[src/rtl/core/krt_pkg.sv]
`timescale 1ns / 1ps
// Shared types, codes and helpers for the keyed record table.
// Depends on nothing; every other file of the block but krt_ram imports it.
package krt_pkg;

  // Default capacity of the table in records.
  localparam int unsigned KRT_MAX_ENTRIES = 16;

  // Largest grade that is stored; larger inputs saturate to it.
  localparam logic [6:0] GRADE_MAX = 7'd100;

  // Operation codes carried in the op field of an input beat.
  typedef enum logic [1:0] {
    OP_ADD    = 2'd0,
    OP_DELETE = 2'd1,
    OP_READ   = 2'd2,
    OP_LIST   = 2'd3
  } op_t;

  // Result status codes.
  typedef enum logic [2:0] {
    STAT_OK        = 3'd0,
    STAT_FULL      = 3'd1,
    STAT_DUP       = 3'd2,
    STAT_NOT_FOUND = 3'd3,
    STAT_EMPTY     = 3'd4
  } status_t;

  // Controller states.
  typedef enum logic [2:0] {
    ST_IDLE,
    ST_DISPATCH,
    ST_SCAN,
    ST_SHIFT,
    ST_EMIT,
    ST_LIST
  } state_t;

  // Input beat payload.
  typedef struct packed {
    logic [1:0]  op;
    logic [31:0] record_key;
    logic [7:0]  year_in;
    logic [31:0] course_a_id_in;
    logic [6:0]  course_a_grade_in;
    logic [31:0] course_b_id_in;
    logic [6:0]  course_b_grade_in;
    logic [31:0] course_c_id_in;
    logic [6:0]  course_c_grade_in;
  } in_t;

  // Result beat payload.
  typedef struct packed {
    logic [2:0]  status;
    logic [31:0] key_out;
    logic [7:0]  year_out;
    logic [31:0] course_a_id_out;
    logic [6:0]  course_a_grade_out;
    logic [31:0] course_b_id_out;
    logic [6:0]  course_b_grade_out;
    logic [31:0] course_c_id_out;
    logic [6:0]  course_c_grade_out;
    logic [4:0]  used_entries;
    logic        table_full;
    logic        last_of_run;
  } out_t;

  // One stored record, as kept in the record memory.
  typedef struct packed {
    logic [31:0] key;
    logic [7:0]  year;
    logic [31:0] course_a_id;
    logic [6:0]  course_a_grade;
    logic [31:0] course_b_id;
    logic [6:0]  course_b_grade;
    logic [31:0] course_c_id;
    logic [6:0]  course_c_grade;
  } rec_t;

  // Commands from the controller to the datapath.
  typedef struct packed {
    logic    accept;       // capture the request, rewind the scan
    logic    step;         // read the next entry if one is left
    logic    shift_start;  // restart the scan just past the hit
    logic    shift_wr;     // move the last entry read down by one place
    logic    add_wr;       // append the request and count it
    logic    cnt_dec;      // one record fewer
    logic    set_res;      // latch the pending result status
    status_t res_status;
    logic    res_data;     // pending result carries the record read
    logic    load_res;     // put the pending result into the output register
    logic    load_list;    // put the listed key into the output register
  } krt_cmd_t;

  // Status from the datapath to the controller.
  typedef struct packed {
    op_t  op;         // operation of the captured request
    logic pvalid;     // read data holds an entry
    logic key_match;  // that entry carries the requested key
    logic more;       // entries remain to be read
    logic full;
    logic empty;
    logic out_free;   // output register can take a beat this cycle
    logic list_last;  // entry in the read data is the last stored one
  } krt_stat_t;

  // Saturate a grade to the allowed maximum.
  function automatic logic [6:0] sat_grade(input logic [6:0] g);
    return (g > GRADE_MAX) ? GRADE_MAX : g;
  endfunction

endpackage

[src/rtl/core/keyed_record_table_top.sv]
`timescale 1ns / 1ps
// Top level of the keyed record table: controller, datapath and record memory.
// Uses krt_pkg, krt_ctrl and krt_dp.
//
// The table holds up to MAX_ENTRIES records in one memory with a single read
// and a single write port, packed in insertion order, and works on one
// request at a time. Add, read and delete search one entry per cycle; a
// delete then moves every later record down one place, one per cycle. A
// list gives one key beat per cycle while the consumer takes them. A
// finished result waits in the output register, and the next request is
// taken while it waits. The memory needs no clearing after reset; only
// entries below the count are ever read.
module keyed_record_table_top #(
  parameter int unsigned MAX_ENTRIES = krt_pkg::KRT_MAX_ENTRIES
) (
  input  logic          clk,
  input  logic          rst_n,
  input  logic          in_valid,
  output logic          in_ready,
  input  krt_pkg::in_t  in_data,
  output logic          out_valid,
  input  logic          out_ready,
  output krt_pkg::out_t out_data
);
  import krt_pkg::*;

  krt_cmd_t  cmd;
  krt_stat_t stat;

  krt_ctrl u_ctrl (
    .clk      (clk),
    .rst_n    (rst_n),
    .in_valid (in_valid),
    .in_ready (in_ready),
    .stat     (stat),
    .cmd      (cmd)
  );

  krt_dp #(
    .MAX_ENTRIES (MAX_ENTRIES)
  ) u_dp (
    .clk       (clk),
    .rst_n     (rst_n),
    .in_data   (in_data),
    .cmd       (cmd),
    .stat      (stat),
    .out_valid (out_valid),
    .out_ready (out_ready),
    .out_data  (out_data)
  );

endmodule

[src/rtl/core/krt_ram.sv]
`timescale 1ns / 1ps
// Generic single-write, single-read RAM with a registered, enabled read port.
// Depends on nothing.
module krt_ram #(
  parameter int unsigned WIDTH = 8,
  parameter int unsigned DEPTH = 16,
  localparam int unsigned AW = (DEPTH > 1) ? $clog2(DEPTH) : 1
) (
  input  logic             clk,
  input  logic             we,
  input  logic [AW-1:0]    waddr,
  input  logic [WIDTH-1:0] wdata,
  input  logic             re,
  input  logic [AW-1:0]    raddr,
  output logic [WIDTH-1:0] rdata_r
);

  logic [WIDTH-1:0] mem [DEPTH];

  // Write port.
  always_ff @(posedge clk) begin
    if (we) begin
      mem[waddr] <= wdata;
    end
  end

  // Read port; the data holds until the next enabled read.
  always_ff @(posedge clk) begin
    if (re) begin
      rdata_r <= mem[raddr];
    end
  end

endmodule

[src/rtl/core/krt_dp.sv]
`timescale 1ns / 1ps
// Datapath of the keyed record table: request register, scan counters,
// record memory, entry count and output register. Uses krt_pkg and krt_ram.
module krt_dp #(
  parameter int unsigned MAX_ENTRIES = krt_pkg::KRT_MAX_ENTRIES
) (
  input  logic                clk,
  input  logic                rst_n,
  input  krt_pkg::in_t        in_data,
  input  krt_pkg::krt_cmd_t   cmd,
  output krt_pkg::krt_stat_t  stat,
  output logic                out_valid,
  input  logic                out_ready,
  output krt_pkg::out_t       out_data
);
  import krt_pkg::*;

  localparam int unsigned AW = (MAX_ENTRIES > 1) ? $clog2(MAX_ENTRIES) : 1;
  localparam int unsigned CW = $clog2(MAX_ENTRIES + 1);
  localparam int unsigned RW = $bits(rec_t);

  in_t           req_r, req_nxt;
  logic [CW-1:0] idx_r, idx_nxt;
  logic [AW-1:0] pidx_r, pidx_nxt;
  logic          pvalid_r, pvalid_nxt;
  logic [CW-1:0] count_r, count_nxt;
  status_t       res_status_r, res_status_nxt;
  logic          res_data_r, res_data_nxt;
  logic          out_valid_r, out_valid_nxt;
  out_t          out_r, out_nxt;

  logic          more;
  logic          out_free;
  logic          list_last;
  logic          ram_we, ram_re;
  logic [AW-1:0] ram_waddr;
  rec_t          ram_wdata, ram_rdata, add_rec;
  logic [RW-1:0] ram_rdata_raw;

  assign more      = (idx_r < count_r);
  assign out_free  = !out_valid_r || out_ready;
  assign list_last = ((CW'(pidx_r) + CW'(1)) == count_r);

  // Record built from the captured request.
  always_comb begin
    add_rec.key            = req_r.record_key;
    add_rec.year           = req_r.year_in;
    add_rec.course_a_id    = req_r.course_a_id_in;
    add_rec.course_a_grade = req_r.course_a_grade_in;
    add_rec.course_b_id    = req_r.course_b_id_in;
    add_rec.course_b_grade = req_r.course_b_grade_in;
    add_rec.course_c_id    = req_r.course_c_id_in;
    add_rec.course_c_grade = req_r.course_c_grade_in;
  end

  // Memory port control: appends go to the end, shifts one place down.
  assign ram_re    = cmd.step && more;
  assign ram_we    = cmd.add_wr || cmd.shift_wr;
  assign ram_waddr = cmd.add_wr ? count_r[AW-1:0] : (pidx_r - AW'(1));
  assign ram_wdata = cmd.add_wr ? add_rec : ram_rdata;
  assign ram_rdata = rec_t'(ram_rdata_raw);

  krt_ram #(
    .WIDTH (RW),
    .DEPTH (MAX_ENTRIES)
  ) u_rec_ram (
    .clk     (clk),
    .we      (ram_we),
    .waddr   (ram_waddr),
    .wdata   (RW'(ram_wdata)),
    .re      (ram_re),
    .raddr   (idx_r[AW-1:0]),
    .rdata_r (ram_rdata_raw)
  );

  // Request capture with grade saturation.
  always_comb begin
    req_nxt = req_r;
    if (cmd.accept) begin
      req_nxt                   = in_data;
      req_nxt.course_a_grade_in = sat_grade(in_data.course_a_grade_in);
      req_nxt.course_b_grade_in = sat_grade(in_data.course_b_grade_in);
      req_nxt.course_c_grade_in = sat_grade(in_data.course_c_grade_in);
    end
  end

  // Scan pointer: idx is the next entry to read, pidx the entry in the read data.
  always_comb begin
    idx_nxt    = idx_r;
    pidx_nxt   = pidx_r;
    pvalid_nxt = pvalid_r;
    if (cmd.accept) begin
      idx_nxt    = '0;
      pvalid_nxt = 1'b0;
    end else if (cmd.shift_start) begin
      idx_nxt    = CW'(pidx_r) + CW'(1);
      pvalid_nxt = 1'b0;
    end else if (cmd.step) begin
      if (more) begin
        idx_nxt    = idx_r + CW'(1);
        pidx_nxt   = idx_r[AW-1:0];
        pvalid_nxt = 1'b1;
      end else begin
        pvalid_nxt = 1'b0;
      end
    end
  end

  // Entry count.
  always_comb begin
    count_nxt = count_r;
    if (cmd.add_wr) begin
      count_nxt = count_r + CW'(1);
    end else if (cmd.cnt_dec) begin
      count_nxt = count_r - CW'(1);
    end
  end

  // Pending result.
  always_comb begin
    res_status_nxt = res_status_r;
    res_data_nxt   = res_data_r;
    if (cmd.set_res) begin
      res_status_nxt = cmd.res_status;
      res_data_nxt   = cmd.res_data;
    end
  end

  // Output register.
  always_comb begin
    out_valid_nxt = out_valid_r;
    out_nxt       = out_r;
    if (cmd.load_res || cmd.load_list) begin
      out_valid_nxt        = 1'b1;
      out_nxt              = '0;
      out_nxt.used_entries = 5'(count_r);
      out_nxt.table_full   = (count_r == CW'(MAX_ENTRIES));
      if (cmd.load_list) begin
        out_nxt.status      = STAT_OK;
        out_nxt.key_out     = ram_rdata.key;
        out_nxt.last_of_run = list_last;
      end else begin
        out_nxt.status      = res_status_r;
        out_nxt.last_of_run = 1'b1;
        if (res_data_r) begin
          out_nxt.key_out            = ram_rdata.key;
          out_nxt.year_out           = ram_rdata.year;
          out_nxt.course_a_id_out    = ram_rdata.course_a_id;
          out_nxt.course_a_grade_out = ram_rdata.course_a_grade;
          out_nxt.course_b_id_out    = ram_rdata.course_b_id;
          out_nxt.course_b_grade_out = ram_rdata.course_b_grade;
          out_nxt.course_c_id_out    = ram_rdata.course_c_id;
          out_nxt.course_c_grade_out = ram_rdata.course_c_grade;
        end
      end
    end else if (out_ready) begin
      out_valid_nxt = 1'b0;
    end
  end

  // Control registers.
  always_ff @(posedge clk) begin
    if (!rst_n) begin
      idx_r       <= '0;
      pvalid_r    <= 1'b0;
      count_r     <= '0;
      out_valid_r <= 1'b0;
    end else begin
      idx_r       <= idx_nxt;
      pvalid_r    <= pvalid_nxt;
      count_r     <= count_nxt;
      out_valid_r <= out_valid_nxt;
    end
  end

  // Payload registers.
  always_ff @(posedge clk) begin
    req_r        <= req_nxt;
    pidx_r       <= pidx_nxt;
    res_status_r <= res_status_nxt;
    res_data_r   <= res_data_nxt;
    out_r        <= out_nxt;
  end

  // Status toward the controller.
  always_comb begin
    stat.op        = op_t'(req_r.op);
    stat.pvalid    = pvalid_r;
    stat.key_match = pvalid_r && (ram_rdata.key == req_r.record_key);
    stat.more      = more;
    stat.full      = (count_r == CW'(MAX_ENTRIES));
    stat.empty     = (count_r == '0);
    stat.out_free  = out_free;
    stat.list_last = list_last;
  end

  assign out_valid = out_valid_r;
  assign out_data  = out_r;

endmodule

[src/rtl/core/krt_ctrl.sv]
`timescale 1ns / 1ps
// Controller of the keyed record table: sequences search, shift, append,
// list and result beats. Uses krt_pkg; drives krt_dp through commands.
module krt_ctrl (
  input  logic               clk,
  input  logic               rst_n,
  input  logic               in_valid,
  output logic               in_ready,
  input  krt_pkg::krt_stat_t stat,
  output krt_pkg::krt_cmd_t  cmd
);
  import krt_pkg::*;

  state_t state_r, state_nxt;
  logic   scan_miss;
  logic   shift_done;

  assign scan_miss  = !stat.pvalid && !stat.more;
  assign shift_done = !stat.pvalid && !stat.more;

  // Next state.
  always_comb begin
    state_nxt = state_r;
    unique case (state_r)
      ST_IDLE: begin
        if (in_valid) state_nxt = ST_DISPATCH;
      end
      ST_DISPATCH: begin
        unique case (stat.op)
          OP_ADD:  state_nxt = stat.full ? ST_EMIT : ST_SCAN;
          OP_LIST: state_nxt = stat.empty ? ST_EMIT : ST_LIST;
          default: state_nxt = ST_SCAN;
        endcase
      end
      ST_SCAN: begin
        if (stat.key_match) begin
          state_nxt = (stat.op == OP_DELETE) ? ST_SHIFT : ST_EMIT;
        end else if (scan_miss) begin
          state_nxt = ST_EMIT;
        end
      end
      ST_SHIFT: begin
        if (shift_done) state_nxt = ST_EMIT;
      end
      ST_EMIT: begin
        if (stat.out_free) state_nxt = ST_IDLE;
      end
      ST_LIST: begin
        if (stat.pvalid && stat.out_free && stat.list_last) state_nxt = ST_IDLE;
      end
      default: state_nxt = ST_IDLE;
    endcase
  end

  // Command outputs.
  always_comb begin
    cmd            = '0;
    cmd.res_status = STAT_OK;
    in_ready       = 1'b0;
    unique case (state_r)
      ST_IDLE: begin
        in_ready   = 1'b1;
        cmd.accept = in_valid;
      end
      ST_DISPATCH: begin
        if (stat.op == OP_ADD && stat.full) begin
          cmd.set_res    = 1'b1;
          cmd.res_status = STAT_FULL;
        end else if (stat.op == OP_LIST && stat.empty) begin
          cmd.set_res    = 1'b1;
          cmd.res_status = STAT_EMPTY;
        end
      end
      ST_SCAN: begin
        if (stat.key_match) begin
          case (stat.op)
            OP_ADD: begin
              cmd.set_res    = 1'b1;
              cmd.res_status = STAT_DUP;
            end
            OP_READ: begin
              cmd.set_res    = 1'b1;
              cmd.res_status = STAT_OK;
              cmd.res_data   = 1'b1;
            end
            default: cmd.shift_start = 1'b1;
          endcase
        end else if (scan_miss) begin
          cmd.set_res = 1'b1;
          if (stat.op == OP_ADD) begin
            cmd.add_wr     = 1'b1;
            cmd.res_status = STAT_OK;
          end else begin
            cmd.res_status = STAT_NOT_FOUND;
          end
        end else begin
          cmd.step = 1'b1;
        end
      end
      ST_SHIFT: begin
        if (shift_done) begin
          cmd.cnt_dec    = 1'b1;
          cmd.set_res    = 1'b1;
          cmd.res_status = STAT_OK;
        end else begin
          cmd.step     = 1'b1;
          cmd.shift_wr = stat.pvalid;
        end
      end
      ST_EMIT: begin
        cmd.load_res = stat.out_free;
      end
      ST_LIST: begin
        if (stat.pvalid) begin
          if (stat.out_free) begin
            cmd.load_list = 1'b1;
            cmd.step      = !stat.list_last;
          end
        end else begin
          cmd.step = 1'b1;
        end
      end
      default: begin
        cmd = '0;
      end
    endcase
  end

  // State register.
  always_ff @(posedge clk) begin
    if (!rst_n) begin
      state_r <= ST_IDLE;
    end else begin
      state_r <= state_nxt;
    end
  end

endmodule
[config.mk]
export PLATFORM = sky130hd
export DESIGN_NAME = keyed_record_table_top
export DESIGN_NICKNAME = d
export VERILOG_FILES = /design/src/rtl/core/krt_pkg.sv /design/src/rtl/core/keyed_record_table_top.sv /design/src/rtl/core/krt_ram.sv /design/src/rtl/core/krt_dp.sv /design/src/rtl/core/krt_ctrl.sv
export SDC_FILE = /design/constraint.sdc
export NUM_CORES = 2
export LEC_CHECK = 0
export BUFFER_PORTS_ARGS = -buffer_cell sky130_fd_sc_hd__buf_2
export CAP_MARGIN = 20
export CORE_MARGIN = 10
export CORE_UTILIZATION = 37
export DETAILED_ROUTE_END_ITERATION = 10
export HOLD_SLACK_MARGIN = 0.12
export PLACE_DENSITY_LB_ADDON = 0.12
export SLEW_MARGIN = 20
export SYNTH_ARGS = -nofsm -noshare
export SYNTH_HDL_FRONTEND = slang
export SYNTH_HIERARCHICAL = 1
export SYNTH_SLANG_ARGS = --single-unit
[constraint.sdc]
create_clock -name clk -period 42.8 [get_ports clk]
set_input_delay 8.56 -clock clk [delete_from_list [all_inputs] [get_ports clk]]
set_output_delay 8.56 -clock clk [all_outputs]
set_load 0.03 [all_outputs]
==> flow_metrics.py <==
metrics = {
    "sta": {
        "clock_skew_ns": 0.0412,
        "fmax_mhz": 89.0,
        "fin_tns_setup_ns": 0,
        "finalMaxSlewViolations": 0,
        "max_slew_margin_pct": 27.4,
        "finalSetupViolCount": 0,
        "final.min_clock_period_ns": 11.23,
        "period_share_pct": 26.2,
        "hold_viol_final": 0,
        "rsz0062_at_grt": "no",
        "tightest_slew_ns": 1.09,
    },
    "global_routing": {
        "antenna_found_initial": 19,
        "grt_pass1_vias": 56800,
        "grt_usage_pct": 17.8,
        "grt_max_degree": 115,
        "overflow": 0,
        "grt_pass1_wl_um": 431000,
    },
    "setup_path": {
        "start_kind": "input port",
        "end_kind": "flip-flop",
        "timing.rr.end": "u_dp/u_rec_ram/mem[12][91]",
        "r2r_setup_slack_ns": 34.72,
        "rr_worst_depth": 15,
        "setup.worst_path.start": "out_ready",
        "r2r-start": "u_dp/u_rec_ram/rdata_r[127]",
        "required_ns": 43.33,
        "endpoint": "u_dp/out_data[96]",
        "critPathKind": "in2reg",
        "cp_max_fo": 42,
        "crit_arrival_ns": 11.76,
    },
    "status": {
        "status": "complete, no violations",
    },
    "synthesis": {
        "synth_enable_flop_cells": 3003,
        "syn_area_mm2": 0.114,
        "ys_ff_latch": 3018,
        "synth-async-reset-ratio_pct": 0,
        "ys_types": 65,
        "synth_top_area_share_pct": 79.1,
        "synthesis.nets": 5244,
        "yosys_warnings": 6,
        "synth_cells": 5064,
        "yosys.area.top_type": "edfxtp_1",
        "syn_avg_cell_area_um2": 22.5,
        "ys_seq_area_share_pct": 79.4,
        "synth_top_cells_by_area": "edfxtp_1, mux4_2, mux2_2",
        "synth_ff_type": "edfxtp_1",
    },
    "clocking": {
        "ctsResizeCount": 0,
        "clk_latency_ns": 0.92,
        "cts_htree_levels": 5,
        "path_clk_slew_ns": 0.06,
        "cts_hold_buf": 0,
        "cts_buffers": 332,
        "clock-root-buffer": "clkbuf_16",
        "cts_tree": "done",
        "cts_buffer_depth": 4,
        "post_cts_buffers": 0,
        "cts.sinks": 3018,
    },
    "placed_design": {
        "place_area_mm2": 0.121,
        "place_congestion": 0.717,
        "io_buffers": 331,
        "place_hpwl_um": 154000,
    },
    "layout": {
        "nets": 5756,
        "num-fill-cells": 26700,
        "multi_input_area_mm2": 0.0224,
        "drive_gt1_share_pct": 30.4,
        "seqCellArea_mm2": 0.0905,
        "postLayoutCellArea_mm2": 0.131,
        "syn_to_final_growth_pct": 15.3,
    },
    "power_and_ir_drop": {
        "p_int_uw": 4920,
        "combPwrFrac_pct": 2.2,
        "seqPwrFrac_pct": 53.1,
        "p_sw_uw": 1300,
        "switching_share_pct": 21.0,
        "p_clk_share_pct": 44.7,
        "power.density_mw_per_mm2": 47.3,
        "power.leakage_uw": 0.0404,
        "p_total_uw": 6220,
        "vdd_drop_max_uv": 31.1,
    },
    "detailed_routing": {
        "drt-pass1-iter-count": 6,
        "vias_per_cell": 5.39,
        "drc": 0,
        "wirelength_um": 302000,
        "drtIter0Drc": 4677,
        "ant_nets": 0,
        "wl_per_cell_um": 30.4,
        "vias": 53600,
    },
    "floorplan": {
        "die-area_mm2": 0.331,
        "core_mm2": 0.306,
        "fp.dieH_um": 575,
        "rows": 203,
        "dieWidth_um": 575,
        "initial_core_util_pct": 37.2,
        "ios": 332,
    },
    "run": {
        "cap_violations": 0,
    },
    "min_path": {
        "min_from": "u_dp/u_rec_ram/rdata_r[92]",
        "hold_class": "reg2reg",
    },
}
-- flip-flops by register name, indices dropped and copies added (netlist names) --
name,flops
u_dp/add_rec,157
u_dp/res_status_r,3
u_dp/res_data_r,1
u_dp/out_data,167
u_ctrl/state_r,3
u_dp/stat,2
u_dp/pidx_r,4
u_dp/out_valid,1
u_dp/u_rec_ram/rdata_r,157
u_dp/count_r,5
u_dp/u_rec_ram/mem,2512
u_dp/pvalid_r,1
u_dp/idx_r,5
-- how the worst min path moves through the flow --
stage	endpoint	depth (start not counted)
floorplan	u_dp/out_data[6]	0
global placement	u_dp/out_data[165]	1
detailed placement	u_dp/out_data[165]	1
CTS	u_dp/out_data[165]	1
global route	u_dp/out_data[109]	1
finish	u_dp/out_data[99]	1
-- worst max-delay path, cell delays in order --
cell and delay, ns:
buf_2 0.08, nand2b_1 0.22, nand3_1 0.11, nor2_1 0.64, nor2_1 0.27, inv_8 0.29
buf_4 0.75, buf_4 0.65
-- power groups by stage --
| stage | Combinational [uW] | Clock [uW] | Sequential [uW] |
|---|---|---|---|
| after global routing | 151 | 2970 | 3300 |
| after floorplan | 68.8 | 0 | 3370 |
| final | 138 | 2780 | 3300 |
| after CTS | 142 | 2850 | 3300 |
| after detailed placement | 142 | 0 | 3370 |
| after global placement | 139 | 0 | 3370 |
-- cell usage in the layout (no fill, tap or decap), drive strengths merged, types with 6 or more instances in the layout --
cell type / count
edfxtp: 3003
ha: 16
nor2b: 74
o21ai: 25
nor2: 38
clkbuf: 399
a21o: 6
clkinvlp: 6
mux4: 592
o22a: 6
a21oi: 16
diode: 7
nand2: 140
xor2: 9
a221oi: 14
and2: 137
xnor2: 38
nand4: 8
nor3: 11
clkinv: 162
nand2b: 27
nand3: 9
a22oi: 273
buf: 444
o221ai: 22
mux2: 225
dfxtp: 15
mux2i: 30
or2: 7
bufinv: 24
inv: 27
-- synthesized netlist by cell type (6+ instances only) --
library cell	n
edfxtp_1	3003
mux4_2	592
a22oi_1	272
mux2_2	225
nand2_1	139
and2_1	136
clkbuf_1	112
buf_2	88
nor2b_1	74
buf_4	49
nor2_1	38
xnor2_1	38
mux2i_1	30
nand2b_1	27
o221ai_1	22
inv_1	17
a21oi_1	16
ha_1	16
dfxtp_1	15
a221oi_1	14
o21ai_0	13
buf_1	12
nor3_1	11
o21ai_1	11
nand3_1	9
xor2_1	9
nand4_1	8
a21o_1	6
o22a_1	6
or2_2	6
-- layer usage --
metal	vias to the layer above	part of all wire, %	GRT usage [%]
li1	22300	-	-
met1	29600	46	25.8
met2	1368	48	28.8
met3	386	4.4	2.25
met4	2	2.1	4.12
met5	-	0.0026	0
-- cell families (layout without fill, tap and decap cells) --
family / after synthesis / in the layout / share of synthesized area (%)
other: 0 / 7 / 0
and+or+nand+nor: 469 / 469 / 2.18
muxes: 847 / 847 / 14.2
DFF: 3018 / 3018 / 79.4
AOI/OAI and AO/OA: 382 / 382 / 2.51
adders and majority gates: 17 / 17 / 0.193
xor gates and xnor gates: 47 / 47 / 0.361
buffers and inverters: 284 / 1062 / 1.22
-- layout make-up --
cell class / instances / share of cell area [%]
clock buffer: 399 / 6.63
inverter: 18 / 0.0571
sequential: 3018 / 68.9
multi-input combinational: 1762 / 17.0
tap: 4100 / 3.90
timing repair buffer: 444 / 2.11
antenna: 7 / 0.0133
clock inverter: 201 / 1.42
-- per-stage QoR --
stage	hold WS, ns	instances	setup slack (ns)	util, %
after global placement	0.520	9340	30.57	39.4
final	0.542	9949	31.57	42.9
after global routing	0.566	9943	31.24	42.9
after floorplan	0.465	5064	27.83	-
after detailed placement	0.523	9342	30.55	39.4
after CTS	0.536	9942	31.54	42.9
(Power assumes the default switching activity.)
